[config.mk]
export PLATFORM = sky130hd
export DESIGN_NAME = fpad_div
export DESIGN_NICKNAME = d
export VERILOG_FILES = /design/src/hw/rtl/fpad_div.sv
export SDC_FILE = /design/constraint.sdc
export NUM_CORES = 1
export LEC_CHECK = 0
export BUFFER_PORTS_ARGS = -buffer_cell sky130_fd_sc_hd__buf_2
export CORE_MARGIN = 3
export CORE_UTILIZATION = 45
export CTS_BUF_LIST = sky130_fd_sc_hd__clkbuf_8
export DETAILED_ROUTE_END_ITERATION = 16
export PLACE_DENSITY_LB_ADDON = 0.25
export SYNTH_ARGS = -nofsm -noshare
export SYNTH_HDL_FRONTEND = slang
export SYNTH_SLANG_ARGS = --single-unit
[constraint.sdc]
create_clock -name clk -period 27.8 [get_ports clk]
set_input_delay 5.56 -clock clk [delete_from_list [all_inputs] [get_ports clk]]
set_output_delay 5.56 -clock clk [all_outputs]
set_load 0.02 [all_outputs]
[src/hw/rtl/fpad_div.sv]
// ----------------------------------------------------------------------------
// fpad_div
// Pipelined restoring divider: BPS quotient bits per stage, side data
// travels alongside.
// ----------------------------------------------------------------------------
module fpad_div #(
  parameter int W   = 48,
  parameter int DW  = 7,
  parameter int BPS = 4,
  parameter int SW  = 1
) (
  input  logic          clk,
  input  logic          rst_n,
  input  logic          adv,
  input  logic          in_vld,
  input  logic [W-1:0]  in_num,
  input  logic [DW-1:0] divisor,
  input  logic [SW-1:0] in_side,
  output logic          out_vld,
  output logic [W-1:0]  out_quo,
  output logic [DW-1:0] out_rem,
  output logic [SW-1:0] out_side
);

  localparam int STAGES = (W + BPS - 1) / BPS;
  localparam int WP     = STAGES * BPS;

  logic          vld_r  [STAGES];
  logic [DW-1:0] rem_r  [STAGES];
  logic [WP-1:0] q_r    [STAGES];
  logic [SW-1:0] side_r [STAGES];

  for (genvar s = 0; s < STAGES; s++) begin : g_stage
    logic          vld_in;
    logic [DW-1:0] rem_in, rem_nxt;
    logic [WP-1:0] q_in, q_nxt;
    logic [SW-1:0] side_in;

    if (s == 0) begin : g_first
      assign vld_in  = in_vld;
      assign rem_in  = '0;
      assign q_in    = WP'(in_num);
      assign side_in = in_side;
    end else begin : g_next
      assign vld_in  = vld_r[s-1];
      assign rem_in  = rem_r[s-1];
      assign q_in    = q_r[s-1];
      assign side_in = side_r[s-1];
    end

    always_comb begin
      logic [DW:0] t;
      rem_nxt = rem_in;
      q_nxt   = q_in;
      t       = '0;
      for (int b = 0; b < BPS; b++) begin
        t     = {rem_nxt, q_nxt[WP-1]};
        q_nxt = {q_nxt[WP-2:0], 1'b0};
        if (t >= {1'b0, divisor}) begin
          t        = t - {1'b0, divisor};
          q_nxt[0] = 1'b1;
        end
        rem_nxt = t[DW-1:0];
      end
    end

    always_ff @(posedge clk) begin
      if (!rst_n) begin
        vld_r[s] <= 1'b0;
      end else if (adv) begin
        vld_r[s] <= vld_in;
      end
    end

    always_ff @(posedge clk) begin
      if (adv) begin
        rem_r[s]  <= rem_nxt;
        q_r[s]    <= q_nxt;
        side_r[s] <= side_in;
      end
    end
  end

  assign out_vld  = vld_r[STAGES-1];
  assign out_quo  = q_r[STAGES-1][W-1:0];
  assign out_rem  = rem_r[STAGES-1];
  assign out_side = side_r[STAGES-1];

endmodule

After elaboration in Yosys (flattened, before gate mapping)
Memories as Yosys holds them, arrays and structs flattened.
Cells that the tools add are included.
Word-level totals
  register bits: 0
  bits in writable memories: 684
  bits of input ports: 60
  output and inout bits: 57
  logic and storage cells: 225
  memories: 4
Memory list
  q_r: depth 12, bits a word 48, rd ports 12, clocked after memory_dff 0, wr ports 12, line 30  | logic [WP-1:0] q_r [STAGES];
  rem_r: depth 12, bits a word 7, rd ports 12, clocked after memory_dff 0, wr ports 12, line 29  | logic [DW-1:0] rem_r [STAGES];
  side_r: depth 12, bits a word 1, rd ports 12, clocked after memory_dff 0, wr ports 12, line 31  | logic [SW-1:0] side_r [STAGES];
  vld_r: depth 12, bits a word 1, rd ports 12, clocked after memory_dff 0, wr ports 12, line 28  | logic vld_r [STAGES];
Cells by class
  add/subtract/negate cells: 48
  $lt $le $gt $ge: 48
  multiplexer cells: 113
  bitwise gates (word level): 12
Operators with widths (count)
  8-bit by 7-bit >= comparator with 1-bit output: 47
  7-bit two-way mux: 48
  7-bit subtractor: 47
  1-bit two-way mux: 65
  1-bit OR: 12
  1-bit by 7-bit >= comparator with 1-bit output: 1
  1-bit by 7-bit subtractor with 7-bit output: 1

Longest topological paths before layout
An unclocked memory read counts as a cell.
  word-level depth: 9
  depth in mapped cells: 39
  gate-level depth less buffers: 38

Least setup slack after synthesis
No wires, ideal clock.
  path type: input -> register
  from: input port divisor[1]
  to: memory rem_r[11][5], in the netlist rem_r[2][26] (data pin)
  library setup time: 0.261 ns
  data arrival time: 13.769 ns
  data required time: 27.539 ns
  setup slack: 13.770 ns
  cell stages on the path: 35
  path buffers: 2
  path through: inv_1 -> ha_1 -> and4_1 -> a211oi_1 -> o21ai_2 -> nand2_1 -> o21ai_0 -> fa_1 -> nor2b_1 -> o21ai_0 -> a31o_2 -> a21o_1 -> and2_1 -> buf_2 -> mux2_2 -> inv_1 -> ha_1 -> nor2b_1 -> o31a_1 -> o21a_1 -> o31a_1 -> a2111oi_1 -> a21oi_2 -> nand2_1 -> o21ai_0 -> ha_1 -> nor2b_1 -> o21ai_0 -> a31oi_1 -> o22ai_1 -> o21ai_0 -> a211oi_2 -> nor2b_1 -> buf_2 -> a221o_1
RTL lines
  from (decl): line 17  | input logic [DW-1:0] divisor,
  to (decl): line 29

==> results.cfg <==
[floorplanning]
die_height_um = 302
rows = 107
core_area_um2 = 85900
ios = 117
dieArea_um2 = 91000
initial_core_util_pct = 45.8
die_x_um = 302

[clocking]
cts-root-buf = clkbuf_8
cts_tree = yes
clockBufferDepth = 3
post_cts_resize_count = 0
clk_pin_slew_ns = 0.06
cts_sinks = 684
htreeDepth = 3
clk_latency_ns = 0.76
postCtsSetupBuffers = 0
numCtsBuffers = 116
postCtsHoldBufs = 0

[placement]
placed_cells = 4442
place_congestion = 0.849
dpl.hpwl_um = 53800
dp_slack_ns = 12.30
port_buffers = 116

[routing]
dr_total_vias = 25500
ant_nets = 0
wl_um = 79100
drtPass1Iterations = 5
vias_per_cell = 5.47
wire_per_inst_um = 17.0
drc_errors = 0
dr.first_iter.drc_count = 1683

[final_layout]
num-nets-final = 3854
seq_area_um2 = 20500
multi_input_area_um2 = 17600
fillers = 7559
final_cells = 4655
layout-drive-gt1-share_pct = 13.8
area_growth_pct = 11.4

[grt]
grt_max_degree = 158
use_met3_pct = 3.20
use_met2_pct = 27.3
top_usage_layer = met2
grt_pass1_vias = 24500
grtUsageTotal_pct = 17.3
grt_first_pass_wirelength_um = 128000
grt_overflow_total = 0
met1_usage_pct = 24.2
antenna_found_initial = 3

[synth]
synth_top_area_share_pct = 52.2
syn_nets = 3630
ys_types = 98
yosysWarnings = 0
netlist_instances = 3192
synth_edf_count = 683
ys_top_cells_by_area = edfxtp_1 (52%), ha_1 (11%), mux2_2 (3.0%)
synth_area_leader_cell = edfxtp_1
ys_top_cells_by_count = edfxtp_1 (683), ha_1 (331), inv_1 (259)
synth_seq_area_share_pct = 52.2
synth_ff_type = edfxtp_1
post-synth-top-count-cell = edfxtp_1
async_flop_share_pct = 0
netlist_area_um2 = 39300
syn_area_per_cell_um2 = 12.3
ys_ff_latch = 684

[sta]
post-route-min-period_ns = 14.77
grt_setup_unrepaired = no
setup_viol = 0
timing.final.hold_violations = 0
fin_skew_ns = 0.0402
fmax_mhz = 67.7
slew_viol_final = 0
max_slew.worst_pin.slew_ns = 1.04
min_period_over_period_pct = 53.1
tns_ns = 0
setup_ws_ns = 13.03
hold_ws_ns = 0.404
slew-limit-headroom_pct = 30.4

[setup_path]
r2r_cells = 34
rrSetupSlack_ns = 18.27
worstSetupPathType = in2reg
end_kind = flip-flop
cp-start-kind = input pin
path_delay_family = compound AO/OA/AOI/OAI gates
path_buf_inv = 6
worstPathRequired_ns = 28.28
reg2reg_to = rem_r[0][16]
cp_data_arrival_time_ns = 15.25
r2r-start = q_r[0][95]
slowest_delay_ns = 0.67
cp_slowest_cell = a2111oi_1
critPathMaxFanout = 33

[min_path]
hold_path.class = reg2reg
worstHoldStart = q_r[1][162]
hold_end = q_r[2][22]
hold_path_depth = 0

[status]
status = completed

[flow_run]
drv_cap = 0
-- sequential cells by signal, summed over array words and instances (netlist names) --
register	count
q_r	576
side_r	12
rem_r	84
vld_r	12
-- how the worst max path moves through the flow --
stage / start / endpoint / slack, ns / cells after the start
after floorplan: divisor[1] / rem_r[2][26] / 13.77 / 35
after global placement: divisor[1] / rem_r[2][26] / 12.33 / 36
after detailed placement: divisor[1] / rem_r[2][26] / 12.30 / 36
after CTS: divisor[1] / rem_r[2][26] / 13.08 / 36
after global routing: divisor[1] / rem_r[0][16] / 12.24 / 34
final: divisor[1] / rem_r[2][26] / 13.03 / 36
-- per-layer routing --
layer | vias to the layer above | routed length [um] | share of wire (%)
met5 | - | 13 | 0.016
met4 | 2 | 2070 | 2.6
met3 | 147 | 3190 | 4.0
met2 | 448 | 35900 | 45
met1 | 12200 | 38000 | 48
li1 | 12700 | - | -
-- cell families after synthesis --
| kind of cell | count (synthesis) | synth area share (%) |
|---|---|---|
| compound gates | 788 | 14.2 |
| simple gates | 741 | 9.97 |
| flops | 684 | 52.2 |
| fa+ha+maj | 378 | 12.9 |
| buf+inv | 301 | 2.99 |
| mux | 173 | 4.85 |
| xor+xnor | 127 | 2.83 |
-- per-stage QoR --
stage / util (%) / area, um2
detailed placement: 48.1 / 41400
CTS: 50.9 / 43800
floorplan: - / 39300
global route: 51.0 / 43800
global placement: 48.1 / 41400
finish: 51.0 / 43800
-- layout make-up --
class / instances / share of cell area (%)
Sequential cell: 684 / 46.9
Multi-Input combinational cell: 2207 / 40.2
Clock buffer: 117 / 3.68
Tap cell: 1144 / 3.27
Inverter: 269 / 2.31
Clock inverter: 94 / 1.85
Timing Repair Buffer: 138 / 1.76
Antenna cell: 2 / 0.0114
-- cells in the final DEF (no fill, tap or decap), types with 59 or more instances in the layout --
cell,count
inv_1,286
mux2_2,105
a21oi_1,143
o21ai_0,170
ha_1,331
mux2i_1,59
clkbuf_8,117
o21a_1,65
edfxtp_1,683
buf_2,114
nor2b_1,103
xnor2_1,83
nand2_1,138
nor2_1,169
Power is not shown: default switching activity piles up to over one toggle a cycle in this logic, so the estimate is an artifact.
