==> src/hw/rtl/fpad_pkg.sv <==
// ----------------------------------------------------------------------------
// fpad_pkg
// Shared types, register indexes and helpers for the page address splitter.
// ----------------------------------------------------------------------------
package fpad_pkg;

  localparam int NUMBER_WIDTH_DEF = 48;
  localparam int CFG_IDX_W        = 3;
  localparam int CFG_DATA_W       = 17;
  localparam int RADIX_W          = 7;   // per-digit radix, up to 64
  localparam int WIDE_RADIX_W     = 17;  // block and page radix, up to 65536
  localparam int PROD_W           = 36;  // product of all counts but pages
  localparam int ALIGNED_W        = 48;
  localparam int NEXT_W           = 49;

  typedef enum logic [CFG_IDX_W-1:0] {
    REG_CHANNEL = 3'd0,
    REG_WAY     = 3'd1,
    REG_DIE     = 3'd2,
    REG_PLANE   = 3'd3,
    REG_BLOCK   = 3'd4,
    REG_PAGE    = 3'd5,
    REG_ORDER   = 3'd6
  } fpad_reg_t;

  typedef enum logic [1:0] {
    CODE_CHANNEL = 2'd0,
    CODE_WAY     = 2'd1,
    CODE_DIE     = 2'd2,
    CODE_PLANE   = 2'd3
  } fpad_code_t;

  typedef struct packed {
    logic [5:0]  channel;
    logic [5:0]  way;
    logic [3:0]  die;
    logic [2:0]  plane;
    logic [15:0] block;
    logic [15:0] page;
  } fpad_dig_t;

  // zero acts as one, anything above the bound acts as the bound
  function automatic logic [16:0] fpad_clamp(input logic [16:0] v, input logic [16:0] hi);
    logic [16:0] r;
    r = v;
    if (v == 17'd0) r = 17'd1;
    else if (v > hi) r = hi;
    return r;
  endfunction

  // later positions overwrite earlier ones
  function automatic fpad_dig_t fpad_set_digit(input fpad_dig_t d, input fpad_code_t c,
                                               input logic [5:0] v);
    fpad_dig_t r;
    r = d;
    case (c)
      CODE_CHANNEL: r.channel = v;
      CODE_WAY:     r.way     = v;
      CODE_DIE:     r.die     = v[3:0];
      CODE_PLANE:   r.plane   = v[2:0];
      default:      r = d;
    endcase
    return r;
  endfunction

endpackage

==> src/hw/rtl/fpad_product.sv <==
// ----------------------------------------------------------------------------
// fpad_product
// Product of channel, way, die, plane and block counts, three register steps.
// ----------------------------------------------------------------------------
module fpad_product (
  input  logic                            clk,
  input  logic [fpad_pkg::RADIX_W-1:0]    r_channel,
  input  logic [fpad_pkg::RADIX_W-1:0]    r_way,
  input  logic [fpad_pkg::RADIX_W-1:0]    r_die,
  input  logic [fpad_pkg::RADIX_W-1:0]    r_plane,
  input  logic [fpad_pkg::WIDE_RADIX_W-1:0] r_block,
  output logic [fpad_pkg::PROD_W-1:0]     product
);
  import fpad_pkg::*;

  logic [13:0]       cw_r;
  logic [13:0]       dp_r;
  logic [27:0]       cwdp_r;
  logic [PROD_W-1:0] prod_r;

  always_ff @(posedge clk) begin
    cw_r   <= r_channel * r_way;
    dp_r   <= r_die * r_plane;
    cwdp_r <= cw_r * dp_r;
    // 20 x 17 bits, formed at the full product width
    prod_r <= cwdp_r[19:0] * r_block;
  end

  assign product = prod_r;

endmodule

==> config.mk <==
export PLATFORM = sky130hd
export DESIGN_NAME = fpad_product
export DESIGN_NICKNAME = d
export VERILOG_FILES = /design/src/hw/rtl/fpad_pkg.sv /design/src/hw/rtl/fpad_product.sv
export SDC_FILE = /design/constraint.sdc
export NUM_CORES = 1
export LEC_CHECK = 0
export BUFFER_PORTS_ARGS = -buffer_cell sky130_fd_sc_hd__buf_2
export CORE_MARGIN = 1.5
export CORE_UTILIZATION = 30
export DETAILED_ROUTE_END_ITERATION = 7
export PLACE_DENSITY = 0.54
export SYNTH_ARGS = -nofsm -noshare
export SYNTH_HDL_FRONTEND = slang
export SYNTH_SLANG_ARGS = --single-unit
==> constraint.sdc <==
create_clock -name clk -period 9.9 [get_ports clk]
set_input_delay 1.98 -clock clk [delete_from_list [all_inputs] [get_ports clk]]
set_output_delay 1.98 -clock clk [all_outputs]
set_load 0.03 [all_outputs]
* Word level (Yosys, flattened, before mapping)
Index checks and enable logic that the tools add are counted.
** Operators by class
- Multiply operators :: 4
** Operators by type and width (count)
- $mul 20x17->36 :: 1
- $mul 7x7->14 :: 2
- $mul 14x14->20 :: 1
** Storage, ports and cells
- Register bits after elaboration :: 84
- Input bits :: 46
- Output and inout port bits :: 36
- Word-level logic and storage cells :: 8

* Logic depth before layout (Yosys ltp)
- Depth after elaboration :: 1
- Mapped depth :: 23
- Mapped depth without buffers :: 21

* Worst setup path before layout
OpenSTA, ideal clock, no wires.
- Path kind :: input to register
- Start :: input port r_block[2] (netlist name)
- End :: register prod_r[25], in the netlist product[25]
- Setup time :: 0.122 ns
- Data arrival time :: 7.176 ns
- Setup slack :: 2.602 ns
- Stages :: 20
- Buffers on the path :: 1
- Cells stage by stage :: clkbuf_1 -> nand2_1 -> fa_1 -> fa_1 -> fa_1 -> fa_1 -> inv_1 -> fa_1 -> inv_1 -> fa_1 -> inv_1 -> ha_1 -> o211ai_1 -> nor2_2 -> o211ai_4 -> o31ai_2 -> a21oi_1 -> o21ai_1 -> nand2_1 -> a311o_1
** Between the ends
- Word-level cells in the longest chain between the ends :: 1
** RTL lines
- from (decl) :: RTL line fpad_product.sv:11 : input logic [fpad_pkg::WIDE_RADIX_W-1:0] r_block,
- $mul 20x17->36 :: RTL line fpad_product.sv:26 : prod_r <= cwdp_r[19:0] * r_block;
- to (signal assigned) :: RTL line fpad_product.sv:26
- to (decl) :: RTL line fpad_product.sv:19 : logic [PROD_W-1:0] prod_r;
Every way passes these cells.

* Worst setup path in the final report
- Start :: input port r_block[2] (netlist name)
- End :: register prod_r[35], in the netlist product[35]
The elaborated chain is that of the path after synthesis.

==> results.json <==
{
  "tritoncts": "done",
  "hpwl_mm": 39.07,
  "diodes": 0,
  "synth_top_flop_cell": "dfxtp_1",
  "max_clock_freq_mhz": 128.9,
  "htreeDepth": 3,
  "grt_pass1_wl_mm": 81.72,
  "first_iter_violations": 664,
  "ys_types": 51,
  "die_w_um": 264.9,
  "worstHoldEndpoint": "cwdp_r[0]$_DFF_P_",
  "min-delay-start": "dp_r[0]$_DFF_P_",
  "ctsResizeCount": 0,
  "worst_pin_slew_ns": 1.008,
  "slew_headroom": 0.3268,
  "numCtsBuffers": 9,
  "clock_latency_ns": 0.38,
  "synth_edf_count": 0,
  "antenna_left": 0,
  "area_growth_pct": 7.445,
  "die-area_mm2": 0.07015,
  "cap_violations": 0,
  "die_h_um": 264.9,
  "grt_pass1_vias": 16500,
  "gp_congestion": 0.8182,
  "synth_area_per_cell_um2": 8.963,
  "drcViolationCount": 0,
  "vias": 14550,
  "synthTopCellsByArea": "fa_1, ha_1, inv_1, dfxtp_1, and2_1",
  "ys_ff_latch": 84,
  "start_kind": "primary input",
  "holdPathStages": 1,
  "ios": 82,
  "fin_crit_sh": 0.7839,
  "yosysMostFrequentCell": "inv_1",
  "rows": 95,
  "yosysWarningCount": 0,
  "postCtsSetupBuffers": 0,
  "topRoutingLayerUsed": "met4",
  "core_mm2": 0.06751,
  "grt_max_degree": 21,
  "setup_tns_ns": 0,
  "ctsRootBufferMaster": "clkbuf_16",
  "grt_antenna_before_repair": 0,
  "cts_sinks": 84,
  "synth_fp_nets": 3000,
  "worstSetupEndpointType": "flip-flop",
  "cts_buffer_depth": 2,
  "fin_crit_ns": 7.761,
  "wl_met3_mm": 1.982,
  "wirelength_mm": 47.69,
  "finalSetupViolations": 0,
  "start_util": 0.3047,
  "yosys-top-cells-count": "inv_1, fa_1, nand2_1",
  "worst_ep_arrival_time_ns": 8.02,
  "finalNetCount": 3016,
  "finalHoldViolCount": 0,
  "finalMaxSlewViolations": 0,
  "synth_area_mm2": 0.02057,
  "wl_met2_mm": 24.09,
  "drt_pass1_iterations": 5,
  "grt_usage": 0.1453,
  "run_status": "finished, final reports clean",
  "cp_max_fo": 20,
  "rsz0062_at_grt": "no",
  "routedWlPerCell_um": 14.95,
  "path_clk_slew_ns": 0.06,
  "timing.rr.end": "product[35]$_DFF_P_",
  "hp-class": "reg2reg",
  "drive_gt1_frac": 0.04706,
  "finalClockSkew_ns": 0.01047,
  "synth_top_cell_by_area": "fa_1",
  "rrSetupSlack_ns": 3.05,
  "syn_inst": 2295,
  "worstPathRequired_ns": 10.16,
  "met1_length_mm": 20.71,
  "critPathKind": "in2reg",
  "viasPerCell": 4.561,
  "seq_area_frac_synth": 0.08175,
  "yosysTopAreaCellShare": 0.4194,
  "cts_hold_buffers": 0,
  "port_buffers": 81,
  "r2r_cells": 18,
  "gr-total-overflow": 0,
  "ys_async_sr_fraction": 0,
  "worstReg2RegStart": "cwdp_r[10]$_DFF_P_"
}
==> final cells by class <==
class	count	area, µm²
clock inverter	5	60.06
tap	873	1092
clock buffer	11	242.7
sequential	84	1682
timing repair buffer	86	442.9
multi-input combinational	1603	16600
fill	7061	45410
inverter	527	1978
==> kinds of logic (layout without fill, tap and decap cells) <==
| family | Yosys count | in the layout | synth area share |
|---|---|---|---|
| buffers and inverters | 608 | 629 | 0.1111 |
| xor gates and xnor gates | 84 | 84 | 0.03576 |
| muxes | 3 | 3 | 0.001460 |
| AOI/OAI and AO/OA | 149 | 149 | 0.04610 |
| adders and majority gates | 659 | 659 | 0.5581 |
| and+or+nand+nor | 708 | 708 | 0.1657 |
| DFF | 84 | 84 | 0.08175 |
==> how the worst max path moves through the flow <==
stage / startpoint / end / slack, ns
5_1_grt: r_block[2] / product[35]$_DFF_P_ / 1.86
6_report: r_block[2] / product[35]$_DFF_P_ / 2.14
3_5_place_dp: r_block[2] / product[35]$_DFF_P_ / 1.77
4_1_cts: r_block[2] / product[35]$_DFF_P_ / 2.19
3_3_place_gp: r_block[2] / product[32]$_DFF_P_ / 1.85
2_1_floorplan: r_block[2] / product[25]$_DFF_P_ / 2.60
==> critical path: stages <==
cell	delay, ns
buf_2	0.34
nand2_1	0.15
fa_1	0.53
fa_1	0.53
fa_1	0.52
inv_1	0.06
fa_1	0.48
fa_1	0.51
inv_1	0.06
fa_1	0.48
inv_1	0.04
ha_1	0.43
and4_1	0.26
nand3_1	0.11
o31ai_2	0.48
nor4_2	0.06
o21bai_1	0.59
a311oi_1	0.23
xnor2_1	0.17
==> cell usage in the layout, fill, tap and decap left out, types with 4 or more instances in the layout <==
master,count
fa_1,431
and2_1,251
a21oi_1,51
nand3_1,8
xor2_1,27
nor2_1,30
inv_1,527
ha_1,228
dfxtp_1,84
buf_2,81
o21ai_1,13
nand2_1,381
xnor2_1,57
buf_4,5
o21ai_0,21
a211oi_1,5
o211ai_1,5
o21a_1,9
clkbuf_16,9
nand2b_1,11
o21bai_1,7
nor3_1,4
a21o_1,19
nor2b_1,8
==> sequential cells by signal, indices dropped and copies added, names as in the netlist <==
name	count
cw_r	14
dp_r	14
cwdp_r	20
product	36
==> layer usage <==
layer	global-route usage	up-vias
met2	0.2616	321
met4	0.04139	0
met1	0.1793	7385
met5	0	-
li1	-	6776
met3	0.02127	64
==> stage by stage <==
stage / hold WS (ns) / cell area (µm²) / worst slack, ns / cells / utilization
detailed placement: 0.7427 / 21800 / 1.774 / 3173 / 0.3229
floorplan: 0.4720 / 20570 / 2.602 / 2295 / -
global placement: 0.7461 / 21800 / 1.855 / 3173 / 0.3229
global route: 0.7807 / 22100 / 1.859 / 3189 / 0.3274
CTS: 0.7493 / 22100 / 2.186 / 3189 / 0.3274
finish: 0.7159 / 22100 / 2.139 / 3189 / 0.3274
Power is left out: the tool's default activity adds up to more than one toggle a clock period on the data nets, which glitch-free logic cannot reach.
